===== src/rtl/core/cma_pkg.sv =====
// Shared types, constants and helpers for the confusion matrix accumulator.
// Used by every module under rtl/core; depends on nothing else.
`default_nettype none

package cma_pkg;

  // Matrix geometry and field widths.
  localparam int MAX_CLASSES = 16;
  localparam int SCORE_BITS  = 16;
  localparam int COUNT_BITS  = 32;
  localparam int CFG_BITS    = 5;
  localparam int IDX_BITS    = $clog2(MAX_CLASSES);
  localparam int ADDR_BITS   = 2 * IDX_BITS;
  localparam int DEPTH       = MAX_CLASSES * MAX_CLASSES;
  localparam int N_BITS      = $clog2(MAX_CLASSES + 1);
  localparam int KIND_BITS   = 2;

  // Input transaction kinds. The remaining code is ignored by the block.
  typedef enum logic [KIND_BITS-1:0] {
    KIND_PAIR  = 2'd0,
    KIND_READ  = 2'd1,
    KIND_CLEAR = 2'd2
  } kind_t;

  // Request handed from the sample tracker to the count store.
  typedef struct packed {
    logic                 valid;
    logic                 is_read;
    logic                 oob;
    logic                 counted;
    logic [ADDR_BITS-1:0] addr;
    logic [IDX_BITS-1:0]  pred_idx;
    logic [IDX_BITS-1:0]  exp_idx;
  } req_t;

  // Class count in force: the register value clamped to [2, MAX_CLASSES].
  function automatic logic [N_BITS-1:0] classes_in_force(input logic [CFG_BITS-1:0] v);
    logic [N_BITS-1:0] n;
    if (int'(v) < 2) begin
      n = N_BITS'(2);
    end else if (int'(v) > MAX_CLASSES) begin
      n = N_BITS'(MAX_CLASSES);
    end else begin
      n = N_BITS'(v);
    end
    return n;
  endfunction

endpackage

`default_nettype wire


===== src/rtl/core/cma_sample_unit.sv =====
// Sample tracker: running argmax of predicted and expected scores per sample.
// Decodes input transactions into store requests. Depends on cma_pkg.
`default_nettype none

module cma_sample_unit import cma_pkg::*; (
  input  logic                         clk,
  input  logic                         rst_n,
  input  logic                         accept,
  input  logic [KIND_BITS-1:0]         kind,
  input  logic signed [SCORE_BITS-1:0] predicted_score,
  input  logic signed [SCORE_BITS-1:0] expected_score,
  input  logic [IDX_BITS-1:0]          read_row,
  input  logic [IDX_BITS-1:0]          read_col,
  input  logic [N_BITS-1:0]            n_classes,
  input  logic                         restart,
  output req_t                         req,
  output logic                         clear_req
);

  logic [IDX_BITS-1:0]          pos_r, pos_nxt;
  logic signed [SCORE_BITS-1:0] best_p_r, best_p_nxt;
  logic signed [SCORE_BITS-1:0] best_e_r, best_e_nxt;
  logic [IDX_BITS-1:0]          idx_p_r, idx_p_nxt;
  logic [IDX_BITS-1:0]          idx_e_r, idx_e_nxt;

  logic                         is_pair;
  logic                         is_read;
  logic                         first;
  logic                         last;
  logic                         take_p;
  logic                         take_e;
  logic signed [SCORE_BITS-1:0] new_p;
  logic signed [SCORE_BITS-1:0] new_e;
  logic [IDX_BITS-1:0]          new_idx_p;
  logic [IDX_BITS-1:0]          new_idx_e;

  assign is_pair = (kind == KIND_PAIR);
  assign is_read = (kind == KIND_READ);

  // Argmax update; the first class is taken unconditionally, ties keep the earlier one.
  assign first     = (pos_r == '0);
  assign take_p    = first || (best_p_r < predicted_score);
  assign take_e    = first || (best_e_r < expected_score);
  assign new_p     = take_p ? predicted_score : best_p_r;
  assign new_e     = take_e ? expected_score : best_e_r;
  assign new_idx_p = take_p ? pos_r : idx_p_r;
  assign new_idx_e = take_e ? pos_r : idx_e_r;
  assign last      = ((N_BITS'(pos_r) + N_BITS'(1)) >= n_classes);

  // Next state of the tracker.
  always_comb begin
    pos_nxt    = pos_r;
    best_p_nxt = best_p_r;
    best_e_nxt = best_e_r;
    idx_p_nxt  = idx_p_r;
    idx_e_nxt  = idx_e_r;
    if (restart || (accept && is_pair && last)) begin
      pos_nxt    = '0;
      best_p_nxt = {1'b1, {(SCORE_BITS-1){1'b0}}};
      best_e_nxt = {1'b1, {(SCORE_BITS-1){1'b0}}};
      idx_p_nxt  = '0;
      idx_e_nxt  = '0;
    end else if (accept && is_pair) begin
      pos_nxt    = pos_r + IDX_BITS'(1);
      best_p_nxt = new_p;
      best_e_nxt = new_e;
      idx_p_nxt  = new_idx_p;
      idx_e_nxt  = new_idx_e;
    end
  end

  always_ff @(posedge clk) begin
    if (!rst_n) begin
      pos_r    <= '0;
      best_p_r <= {1'b1, {(SCORE_BITS-1){1'b0}}};
      best_e_r <= {1'b1, {(SCORE_BITS-1){1'b0}}};
      idx_p_r  <= '0;
      idx_e_r  <= '0;
    end else begin
      pos_r    <= pos_nxt;
      best_p_r <= best_p_nxt;
      best_e_r <= best_e_nxt;
      idx_p_r  <= idx_p_nxt;
      idx_e_r  <= idx_e_nxt;
    end
  end

  // Request toward the store: end of sample or cell read.
  always_comb begin
    req.valid    = accept && ((is_pair && last) || is_read);
    req.is_read  = is_read;
    req.oob      = (N_BITS'(read_row) >= n_classes) || (N_BITS'(read_col) >= n_classes);
    req.counted  = !new_e[SCORE_BITS-1];
    req.pred_idx = new_idx_p;
    req.exp_idx  = new_idx_e;
    req.addr     = is_read ? {read_row, read_col} : {new_idx_e, new_idx_p};
  end

  assign clear_req = accept && (kind == KIND_CLEAR);

endmodule

`default_nettype wire


===== config.mk =====
export PLATFORM = sky130hd
export DESIGN_NAME = cma_sample_unit
export DESIGN_NICKNAME = d
export VERILOG_FILES = /design/src/rtl/core/cma_pkg.sv /design/src/rtl/core/cma_sample_unit.sv
export SDC_FILE = /design/constraint.sdc
export NUM_CORES = 1
export LEC_CHECK = 0
export BUFFER_PORTS_ARGS = -buffer_cell sky130_fd_sc_hd__buf_4
export CAP_MARGIN = 20
export CORE_MARGIN = 10
export CORE_UTILIZATION = 45
export CTS_CLUSTER_DIAMETER = 30
export CTS_CLUSTER_SIZE = 28
export DETAILED_ROUTE_END_ITERATION = 7
export GPL_TIMING_DRIVEN = 0
export PLACE_DENSITY = 0.74
export REMOVE_ABC_BUFFERS = 1
export SYNTH_ARGS = -nofsm -noshare
export SYNTH_HDL_FRONTEND = slang
export SYNTH_SLANG_ARGS = --single-unit
export TNS_END_PERCENT = 100

===== constraint.sdc =====
create_clock -name clk -period 2.6 [get_ports clk]
set_input_delay 0.26 -clock clk [delete_from_list [all_inputs] [get_ports clk]]
set_output_delay 0.26 -clock clk [all_outputs]
set_load 0.005 [all_outputs]

Word level (Yosys, flattened, before mapping)

Cells that the tools add are included.

Word-level logic and storage cells: 36
Bits in registers: 44
Bits of input ports: 51
Output and inout port bits: 21

Eq/ne operators: 2
Add/sub/neg operators: 2
Bitwise gates (word level): 1
Mux-type cells: 4
Reduce and logical (&&, ||, !) cells: 16
$lt $le $gt $ge: 5

Operators with widths:

| kind                                                                  | count |
|---|---|
| 16-bit < comparator                                                   | 2 |
| 16-bit 2-to-1 mux                                                     | 1 |
| 4-bit by 5-bit >= comparator with 1-bit output                        | 2 |
| 4-bit 2-to-1 mux                                                      | 2 |
| 8-bit 2-to-1 mux                                                      | 1 |
| 4-bit by 1-bit adder with 5-bit output, second input constant         | 1 |
| 5-bit >= comparator                                                   | 1 |
| 1-bit logical AND                                                     | 5 |
| 1-bit logical OR                                                      | 5 |
| 4-bit by 1-bit adder with 4-bit output, second input constant         | 1 |
| 4-bit logical NOT                                                     | 1 |
| 2-bit AND reduction                                                   | 2 |
| 2-bit by 1-bit equality test with 1-bit output, second input constant | 1 |
| 2-bit equality test, second input constant                            | 1 |
| 2-bit logical NOT                                                     | 1 |
| 2-bit OR reduction                                                    | 1 |
| 1-bit logical NOT                                                     | 1 |
| 1-bit inverter                                                        | 1 |

Longest topological paths before layout

Gate-level depths: netlist (run 1).

Depth after elaboration: 5
Mapped depth: 11

Worst setup path before layout (run 1)

No wires, ideal clock.

Path type: register -> output
Start point: register best_p_r[15]
End point: output port req[9] in the netlist's numbering
Data required time: 2.340 ns
Path buffers: 1
Cell stages (with the launch flop): 9
Arrival: 2.305 ns
Path slack: 0.035 ns
Cells stage by stage: dfxtp_1 -> ha_1 -> nand4_1 -> or3_4 -> or4_1 -> buf_2 -> a21o_1 -> a41o_1 -> o22a_1

RTL lines:

| what                   | line                  | source |
|---|---|---|
| start, declared        | cma_sample_unit.sv:21 | `logic signed [SCORE_BITS-1:0] best_p_r, best_p_nxt;` |
| start signal, assigned | cma_sample_unit.sv:75 | `best_p_r <= {1'b1, {(SCORE_BITS-1){1'b0}}};` |
| start signal, assigned | cma_sample_unit.sv:81 | `best_p_r <= best_p_nxt;` |
| end, declared          | cma_sample_unit.sv:16 | `output req_t req,` |

==> out/results.ini, run 1 <==
[place]
dp_slack_ns=-0.488
dp_cells=577
dp_hpwl_um=6980
placed_cell_area_mm2=0.00393
io_buffers=71
gp_congestion=0.859

[final_layout]
fin_area_mm2=0.00479
layout-drive-gt1-share_pct=36.6
syn2layout_area_growth_pct=44.2
layout.nets=609
n_antenna_cell=0
instances_no_fill=613

[status]
violations=setup timing
status=finished with violations

[timing]
fmax_ghz=0.341
fin_crit_sh_pct=113
fin_crit_ns=2.93
fin_worst_skew_ns=0.00923
final_hold_viol_count=0
grt_setup_unrepaired=yes
slew_headroom_pct=35.2
worst_pin_slew_ns=0.971
drv_slew=0
finalWorstSetupSlack_ns=-0.334
hold_slack_ns=0.188
setup_viol=17

[cts]
tritoncts=built
postCtsHoldBufs=0
cts.reportedPaths.clkPinSlew_ns=0.09
cts_sinks=44
cts_buffers=5
h-tree-depth=2
clock_latency_ns=0.31
root_buffer=clkbuf_8
clock_path_buffers=2

[floorplanning]
dieHeight_um=106
rows=31
dieArea_mm2=0.0112
die_w_um=106
io_pins=72
core_mm2=0.00721
initial_core_util_pct=46.1

[logic_synthesis]
synth_area_mm2=0.00332
synth_top_cell_area_share_pct=26.5
synth_edf_count=0
yosysWarnings=0
avgSynthCellArea_um2=7.80
synth_mux_area_share_pct=0.979
synth_top_cell_by_area=dfxtp_1
synth_xor_area_share_pct=1.32
synthAdderAreaFrac_pct=16.9
synth-simple-area-share_pct=18.0
synth_top_family_by_area=compound AO/OA/AOI/OAI gates
ys_seq_area_share_pct=26.5
ys_types=59
ys_ff_latch=44
synth_top_flop_cell=dfxtp_1
synth-compound-area-share_pct=27.3
synthesis.instances=426
ys_top_cells_by_area=dfxtp_1 (27%), ha_1 (17%), a21oi_1 (7.8%)
async_reset_ff_share_pct=0

[grt]
overflow=0
grt_pass1_wl_um=16800
antenna_found_initial=0
grt_pass1_vias=3537
grt_start_max_net_pins=27
grt_usage_pct=17.5

[critical_path]
end_kind=primary output
path_class=reg -> out
worstPathMaxFanout=6
arrival_ns=2.67
crit_required_ns=2.34
startpoint_type=flip-flop

[detailed_routing]
drtAntennaViolNets=0
routed_via_density=5.88
wl_per_cell_um=17.5
dr.pass1.iters=5
drt_iter0_markers=201
num_vias=3602
drcViolationCount=0
drt_wl_total_um=10700

[power_and_ir_drop]
design_power_total_mw=1.56
ir_drop_uv=307
power.leakage_nw=2.02
powerDensity_mw_per_mm2=325

[min_path]
holdCritPathClass=in -> reg

[run]
cap_violations=0

## routing by layer
layer  part of all wire (%)  GRT usage [%]  wire length (µm)  vias to the layer above
met4                    2.7           7.06               286                        0
met1                     41           20.7              4430                     1702
met5                      0              0                 0                        -
met2                     49           30.0              5270                      163
li1                       -              -                 -                     1710
met3                    6.8           4.05               726                       27
## cell usage after synthesis (2+ instances only)
master	n
o21a_1	2
nand2b_1	7
nand3_1	37
nand4_1	9
xnor2_1	3
o211ai_1	2
mux2_2	2
and4_1	2
a31oi_1	7
clkbuf_1	10
a41o_1	2
nand2_1	19
nor2b_1	4
o22ai_1	4
and3_1	2
xor2_1	2
buf_2	7
inv_1	48
dfxtp_1	44
a21oi_1	52
o2111a_1	2
o21ai_0	38
or3_1	2
ha_1	45
o21ai_1	8
buf_6	2
nor3_1	4
nand3b_1	2
a21o_1	8
o2111ai_1	4
o21ai_2	4
nor2_1	15
## sequential cells by signal (all words and copies together), names as in the netlist, named ones only
signal,cells
best_p_r,16
best_e_r,15
idx_e_r,4
idx_p_r,4
pos_r,4
## metrics by stage
stage / utilization, % / TNS (ns)
2_1_floorplan: - / -16.88
3_3_place_gp: 53.6 / -70.90
3_5_place_dp: 54.5 / -16.81
4_1_cts: 62.3 / -3.36
5_1_grt: 66.4 / -4.14
6_report: 66.4 / -2.50
## area by class of cell
| type | count | area (µm²) |
|---|---|---|
| multi-input cells | 311 | 2640 |
| clock buffers | 8 | 90.1 |
| fillers | 578 | 2420 |
| inverters | 49 | 184 |
| flip-flops and latches | 44 | 900 |
| repair buffers | 102 | 860 |
| well taps | 99 | 124 |
## path summary, 6_finish.rpt
kind	from	endpoint	slack (ns)	depth (start not counted)
max	best_p_r[14]	req[8]	-0.33	9
min	predicted_score[15]	best_p_r[15]	0.19	3
max reg2reg	best_p_r[14]	idx_p_r[3]	0.05	8
min reg2reg	best_p_r[2]	best_p_r[2]	0.47	2
## cells in the final DEF (no fill, tap or decap), types with 3 or more instances in the layout
cell / n
o22ai_1: 4
nand4_1: 9
dfxtp_1: 31
dfxtp_2: 12
o21ai_0: 29
nor3_4: 3
nor2_1: 14
xnor2_1: 3
nand2_1: 18
o21ai_2: 11
buf_4: 86
a31oi_1: 4
o21ai_1: 9
a21oi_1: 47
a21oi_4: 4
nor2b_1: 4
clkbuf_8: 6
a21o_1: 7
nand3_1: 37
inv_1: 48
nand2b_1: 7
buf_6: 13
ha_1: 31
ha_4: 14
## worst max-delay path, stage by stage (launching register included)
cell and delay, ns:
dfxtp_2 0.34, ha_4 0.26, nand4_1 0.14, or3_4 0.37, buf_6 0.14, o2111a_2 0.32, a21o_4 0.27, a41o_1 0.19
a2bb2oi_2 0.17, buf_4 0.15
## repair_timing
item,CTS,global route
setup endpoints to repair,60,58
resized for setup,65,41
pin swaps,33,26
buffers inserted,19,9
## power by group
| group | switching, mW | internal [mW] |
|---|---|---|
| logic | 0.209 | 0.194 |
| registers | 0.00768 | 0.682 |
| clock network | 0.249 | 0.217 |
## cells by family after synthesis
family,Yosys count
XOR/XNOR,5
AND/OR/NAND/NOR,113
flip-flops,44
multiplexers,3
AO/OA/AOI/OAI,145
buffers and inverters,71
adder cells (fa/ha/maj),45
Note: power is estimated with default switching activity, not from simulation.
==> inputs of run 2 (changes only) <==
- PLACE_DENSITY: 0.74 -> 0.71
- clock period: 2.6 -> 2.7 ns (I/O delays scaled with it)
==> run 2 against run 1 <==
  * The run still ends with setup timing left
  * Global-route usage down 0.86 points
  * Hold slack better by 0.014 ns
  * Sequential share of layout area up 0.65 points
  * Worst setup slack better by 0.12 ns
  * Final cell count down 0.98%
==> out/results.ini, run 2 (same netlist as run 1, synthesis figures left out) <==
[critical_path]
r2r-end=idx_e_r[2]
crit_required_ns=2.43  ; +0.09 ns
worstPathMaxFanout=6  ; unchanged
arrival_ns=2.64  ; -0.03 ns
rr_worst_depth=9  ; +1
r2r_slack_ns=0.13  ; +0.08 ns
path_class=reg -> out
r2r_start=best_e_r[13]
end_kind=primary output
startpoint_type=flip-flop

[grt]
grt_usage_pct=16.7  ; -0.86 points
overflow=0  ; unchanged
grt_pass1_vias=3495  ; -1.2%
antenna_found_initial=0  ; unchanged
grt_pass1_wl_um=16000  ; -4.5%
grt_start_max_net_pins=33  ; +22%

[detailed_routing]
drcViolationCount=0  ; unchanged
num_vias=3442  ; -4.4%
wl_per_cell_um=16.6  ; -5.2%
drt_wl_total_um=10100  ; -6.1%
drt_iter0_markers=195  ; -3.0%
dr.pass1.iters=5  ; unchanged
routed_via_density=5.67  ; -3.5%
drtAntennaViolNets=0  ; unchanged

[power_and_ir_drop]
power.leakage_nw=1.98  ; -2.1%
ir_drop_uv=215  ; -30%
powerDensity_mw_per_mm2=316  ; -2.8%

[timing]
worst_pin_slew_ns=0.711  ; -0.259 ns
fin_crit_sh_pct=108
grt_setup_unrepaired=yes
drv_slew=0  ; unchanged
setup_viol=11  ; -6
fmax_ghz=0.343
slew_headroom_pct=52.3  ; +17 points
fin_worst_skew_ns=0.00517  ; -0.00405 ns
finalWorstSetupSlack_ns=-0.215  ; +0.119 ns
fin_crit_ns=2.91
final_hold_viol_count=0  ; unchanged
fin_setup_tns_ns=-1.11  ; +1.39 ns

[min_path]
min_path_cells=3  ; unchanged
hp-start=predicted_score[15]
whs_endpoint=best_p_r[15]
holdCritPathClass=in -> reg

[place]
io_buffers=71  ; unchanged
dp_hpwl_um=6820  ; -2.3%
gp_congestion=0.867  ; +0.98%
dp_cells=577  ; unchanged
dp_slack_ns=-0.388  ; +0.0999 ns

[final_layout]
n_antenna_cell=0  ; unchanged
layout_common_cells=buf_4 (87), inv_1 (48), a21oi_1 (46)
regMostFlops=best_p_r
layout-drive-gt1-share_pct=33.1  ; -3.5 points
layout.nets=603  ; -0.99%
syn2layout_area_growth_pct=38.4
final_common_cell=buf_4
largest_reg_flops=16  ; unchanged
largestRegisters=best_p_r: 16 flops, best_e_r: 15 flops
instances_no_fill=607  ; -0.98%

[floorplanning]
core_mm2=0.00721  ; unchanged
io_pins=72  ; unchanged
rows=31  ; unchanged
dieHeight_um=106  ; unchanged
die_w_um=106  ; unchanged
initial_core_util_pct=46.1  ; unchanged
dieArea_mm2=0.0112  ; unchanged

[status]
status=finished with violations
violations=setup timing

[cts]
postCtsHoldBufs=0  ; unchanged
cts.reportedPaths.clkPinSlew_ns=0.09  ; about the same
tritoncts=built
clock_latency_ns=0.30  ; about the same
cts_sinks=44  ; unchanged
clock_path_buffers=2  ; unchanged
root_buffer=clkbuf_8
h-tree-depth=2  ; unchanged
cts_buffers=5  ; unchanged

[run]
cap_violations=0  ; unchanged

## run 2: metrics by stage
stage	cell area, µm²	util, %	total power, mW	hold WS (ns)
after floorplan	3210	-	0.828	0.396
after global placement	3870	53.6	0.951	0.446
after detailed placement	3920	54.4	0.965	0.460
after CTS	4300	59.7	1.42	0.195
after global routing	4600	63.8	1.53	0.198
final	4600	63.8	1.45	0.201
## run 2: worst max-delay path by stage
stage	from	to	slack, ns	cells after the start
2_1_floorplan	pos_r[0]	flip-flop	-0.36	8
3_3_place_gp	pos_r[0]	pos_r[2]	-1.66	8
3_5_place_dp	expected_score[15]	req[2]	-0.39	10
4_1_cts	best_p_r[15]	req[8]	-0.27	8
5_1_grt	best_p_r[15]	req[11]	-0.29	9
6_report	best_p_r[15]	req[9]	-0.21	8
## run 2: metal layers
metal | track usage (%) | wire length (µm)
met5 | 0 | 0
met3 | 4.05 | 584
met2 | 28.7 | 4900
met4 | 2.90 | 45
met1 | 20.8 | 4520
## run 2: worst max-delay path, cell delays in order, from the launching register on
cell and delay [ns]:
dfxtp_2 0.35, ha_4 0.26, nand4_1 0.13, or3_4 0.36, or4_4 0.47, a21o_4 0.28
a41o_1 0.19, o22a_1 0.17, buf_4 0.14
## run 2: area by class of cell
type,count,area [µm²]
tap,99,124
clock inverter,3,18.8
sequential,44,893
clock buffer,5,68.8
inverter,49,184
timing repair buffer,96,766
multi-input combinational,311,2550
fill,610,2610
## run 2: what timing repair did
| action | in CTS | in global routing |
|---|---|---|
| resized for setup | 37 | 41 |
| endpoints found under the setup margin | 54 | 58 |
| setup buffers | 14 | 9 |
| pin swaps | 18 | 16 |
## run 2: report_power, final
group	leakage [nW]	internal, mW	total (mW)	switching, mW
Clock	0.0479	0.181	0.426	0.245
Combinational	1.57	0.176	0.365	0.190
Sequential	0.358	0.656	0.663	0.00674
Total	1.98	1.01	1.45	0.441
==> inputs of run 3 (changes only) <==
- ABC_AREA: unset -> 1
- SLEW_MARGIN: unset -> 25
==> run 3 against run 2 <==
  * The flow now finishes without violations
  * Clock skew fell by 0.0037 ns
  * Sequential cell count did not move
  * Sequential power rose by 0.9%
  * Routed wire length fell by 19%
  * Clock power rose by 6.8%
  * Via count fell by 6.5%
  * Die area barely moved
  * Combinational power fell by 15%
  * Critical endpoint is now req[19]
==> out/results.ini, run 3 <==
[status]
status=finished clean

[critical_path]
cp-endpoint=req[19]
path_class=reg -> out
r2r_start=pos_r[0]
worstPathMaxFanout=6  ; unchanged
arrival_ns=2.23  ; -0.41 ns
r2r_slack_ns=0.31  ; +0.18 ns
end_kind=primary output
r2r-end=best_p_r[11]
startpoint_type=flip-flop
critPathLaunch=pos_r[0]
crit_required_ns=2.43  ; about the same
rr_worst_depth=12  ; +3

[timing]
final_hold_viol_count=0  ; unchanged
grt_setup_unrepaired=no
worst_pin_slew_ns=0.389  ; -0.322 ns
fmax_ghz=0.400  ; +16%
slew_headroom_pct=74.0  ; +22 points
setup_viol=0  ; -11
fin_crit_ns=2.50  ; -0.413 ns
fin_worst_skew_ns=0.00145  ; -0.00372 ns
drv_slew=0  ; unchanged
fin_crit_sh_pct=92.7  ; -15 points

[final_layout]
multiInputGateArea_mm2=0.00208  ; -18%
final_common_cell=nand2_1
layout.nets=655  ; +8.6%
regArea_um2=881  ; -1.4%
fillers=710  ; +16%
syn2layout_area_growth_pct=22.5
largestRegisters=best_p_r: 16 flops, best_e_r: 15 flops
layout_common_cells=nand2_1 (111), buf_4 (75), inv_1 (66)
layout-drive-gt1-share_pct=23.3  ; -9.8 points
regMostFlops=best_p_r
largest_reg_flops=16  ; unchanged
n_antenna_cell=0  ; unchanged
fin_util_pct=56.5  ; -7.3 points

[cts]
tritoncts=built
h-tree-depth=2  ; unchanged
clock_path_buffers=2  ; unchanged
clock_latency_ns=0.29  ; about the same
root_buffer=clkbuf_8
cts.reportedPaths.clkPinSlew_ns=0.08  ; about the same
postCtsHoldBufs=0  ; unchanged
cts_sinks=44  ; unchanged
cts_buffers=5  ; unchanged

[logic_synthesis]
synthesis.instances=489  ; +15%
ys_top_cells_by_count=nand2_1 (111), inv_1 (67), nor2_1 (62)
synth_edf_count=0  ; unchanged
synth_top_cell_area_share_pct=26.5  ; about the same
ys_types=34  ; -42%
yosysWarnings=0  ; unchanged
ys_ff_latch=44  ; unchanged
synth_top_cell_by_area=dfxtp_1
synth_area_mm2=0.00333  ; about the same
ys_seq_area_share_pct=26.5  ; about the same
synth_top_flop_cell=dfxtp_1
ys_top_cells_by_area=dfxtp_1 (26%), ha_1 (17%), nand2_1 (13%)
async_reset_ff_share_pct=0  ; unchanged
avgSynthCellArea_um2=6.80  ; -13%
yosysMostFrequentCell=nand2_1

[grt]
overflow=0  ; unchanged
grt_use_met1_pct=15.7  ; -5.1 points
use_met2_pct=26.2  ; -2.5 points
grt_usage_pct=14.0  ; -2.7 points
grt_pass1_vias=3128  ; -11%
antenna_found_initial=0  ; unchanged
grtUsageMet3_pct=2.11  ; -1.9 points
busiest_layer=met2
grt_pass1_wl_um=13500  ; -16%
grt_start_max_net_pins=37  ; +12%

[power_and_ir_drop]
clkPwrFrac_pct=31.7  ; +2.4 points
ir_drop_uv=225  ; +4.5%
seqPwrFrac_pct=46.6  ; +1.0 points
power.leakage_nw=2.09  ; +5.6%
swShare_pct=28.1  ; -2.2 points
design_power_total_mw=1.44  ; -1.3%
powerDensity_mw_per_mm2=352  ; +11%
switchingPower_uw=404  ; -8.5%
internal_power_mw=1.03  ; +1.8%
p_comb_share_pct=21.7  ; -3.4 points

[detailed_routing]
wl_per_cell_um=12.4  ; -25%
drcViolationCount=0  ; unchanged
routed_via_density=4.89  ; -14%
drt_iter0_markers=107  ; -45%
drtAntennaViolNets=0  ; unchanged
drt_wl_total_um=8170  ; -19%
dr.pass1.iters=5  ; unchanged
num_vias=3218  ; -6.5%

[place]
io_buffers=71  ; unchanged
dp_hpwl_um=6120  ; -10%
gp_congestion=0.814  ; -6.1%

[floorplanning]
die_w_um=106  ; about the same
core_mm2=0.00721  ; unchanged
rows=31  ; unchanged
io_pins=72  ; unchanged
initial_core_util_pct=46.1  ; about the same
dieArea_mm2=0.0112  ; about the same
dieHeight_um=106  ; about the same

[min_path]
holdCritPathClass=in -> reg
min_path_cells=3  ; unchanged

[run]
cap_violations=0  ; unchanged

## run 3: changes by cell type after synthesis, moves of 8 or more
cell	before	now
o21ai_0	38	10
a21oi_1	52	19
inv_1	48	67
nor2_1	15	62
a21o_1	8	0
nand3_1	37	46
o21ai_1	8	0
nor2_2	0	20
clkbuf_1	10	2
nand2_1	19	111
## run 3: how the worst min path moves through the flow
stage,slack [ns],startpoint,end
after floorplan,0.42,predicted_score[15],best_p_r[15]
after global placement,0.44,best_p_r[15],best_p_r[15]
after detailed placement,0.46,best_p_r[15],best_p_r[15]
after CTS,0.22,expected_score[15],flip-flop
after global routing,0.22,expected_score[15],flip-flop
final,0.22,expected_score[15],flip-flop
## run 3: timing repair
item                                    4_1_cts  5_1_grt
cloned                                        0        2
endpoints found under the setup margin       36       54
pin swaps                                     0        1
gates resized for setup                       1        4
buffers inserted                              0        4
## run 3: critical path: stages (launching register included)
cell	delay, ns
dfxtp_1	0.40
inv_2	0.11
ha_1	0.33
ha_1	0.28
a21oi_1	0.17
o21bai_1	0.09
a21oi_1	0.13
o21bai_1	0.09
nand2_1	0.10
o21ai_0	0.09
buf_4	0.15
## run 3: power by group through the flow
stage	logic [mW]	clock network [mW]	registers, mW
floorplan	0.179	0	0.682
global placement	0.293	0	0.683
detailed placement	0.307	0	0.684
CTS	0.309	0.468	0.669
global route	0.355	0.491	0.671
finish	0.311	0.455	0.669
## run 3: layout make-up
class                      instances  area share (%)
tap                               99            3.04
multi-input combinational        358            51.1
inverter                          72            7.00
sequential                        44            21.6
timing repair buffer              78            14.8
clock buffer                       7            2.36
## run 3: metal layers
| metal | wire length, µm | vias to the layer above |
|---|---|---|
| li1 | - | 1695 |
| met1 | 3640 | 1471 |
| met2 | 4220 | 45 |
| met3 | 200 | 7 |
| met4 | 99 | 0 |
| met5 | 0 | - |
## run 3: through the flow
step / instance area [µm²] / hold WS (ns) / worst slack [ns] / setup TNS, ns / std cells
final: 4070 / 0.217 / 0.198 / 0 / 658
after CTS: 4010 / 0.215 / 0.0243 / 0 / 652
after global routing: 4070 / 0.222 / 0.0237 / 0 / 658
after detailed placement: 3920 / 0.457 / -0.0392 / -0.267 / 645
after floorplan: 3220 / 0.424 / 0.517 / 0 / 472
after global placement: 3870 / 0.445 / -0.447 / -15.49 / 642
## run 3: cell families (layout without fill, tap and decap cells)
group / after synthesis / count (layout) / synth area share (%)
fa+ha+maj: 45 / 45 / 16.9
compound gates: 36 / 36 / 5.91
flops: 44 / 44 / 26.5
simple gates: 272 / 274 / 38.3
buf+inv: 89 / 157 / 11.6
xor+xnor: 3 / 3 / 0.790
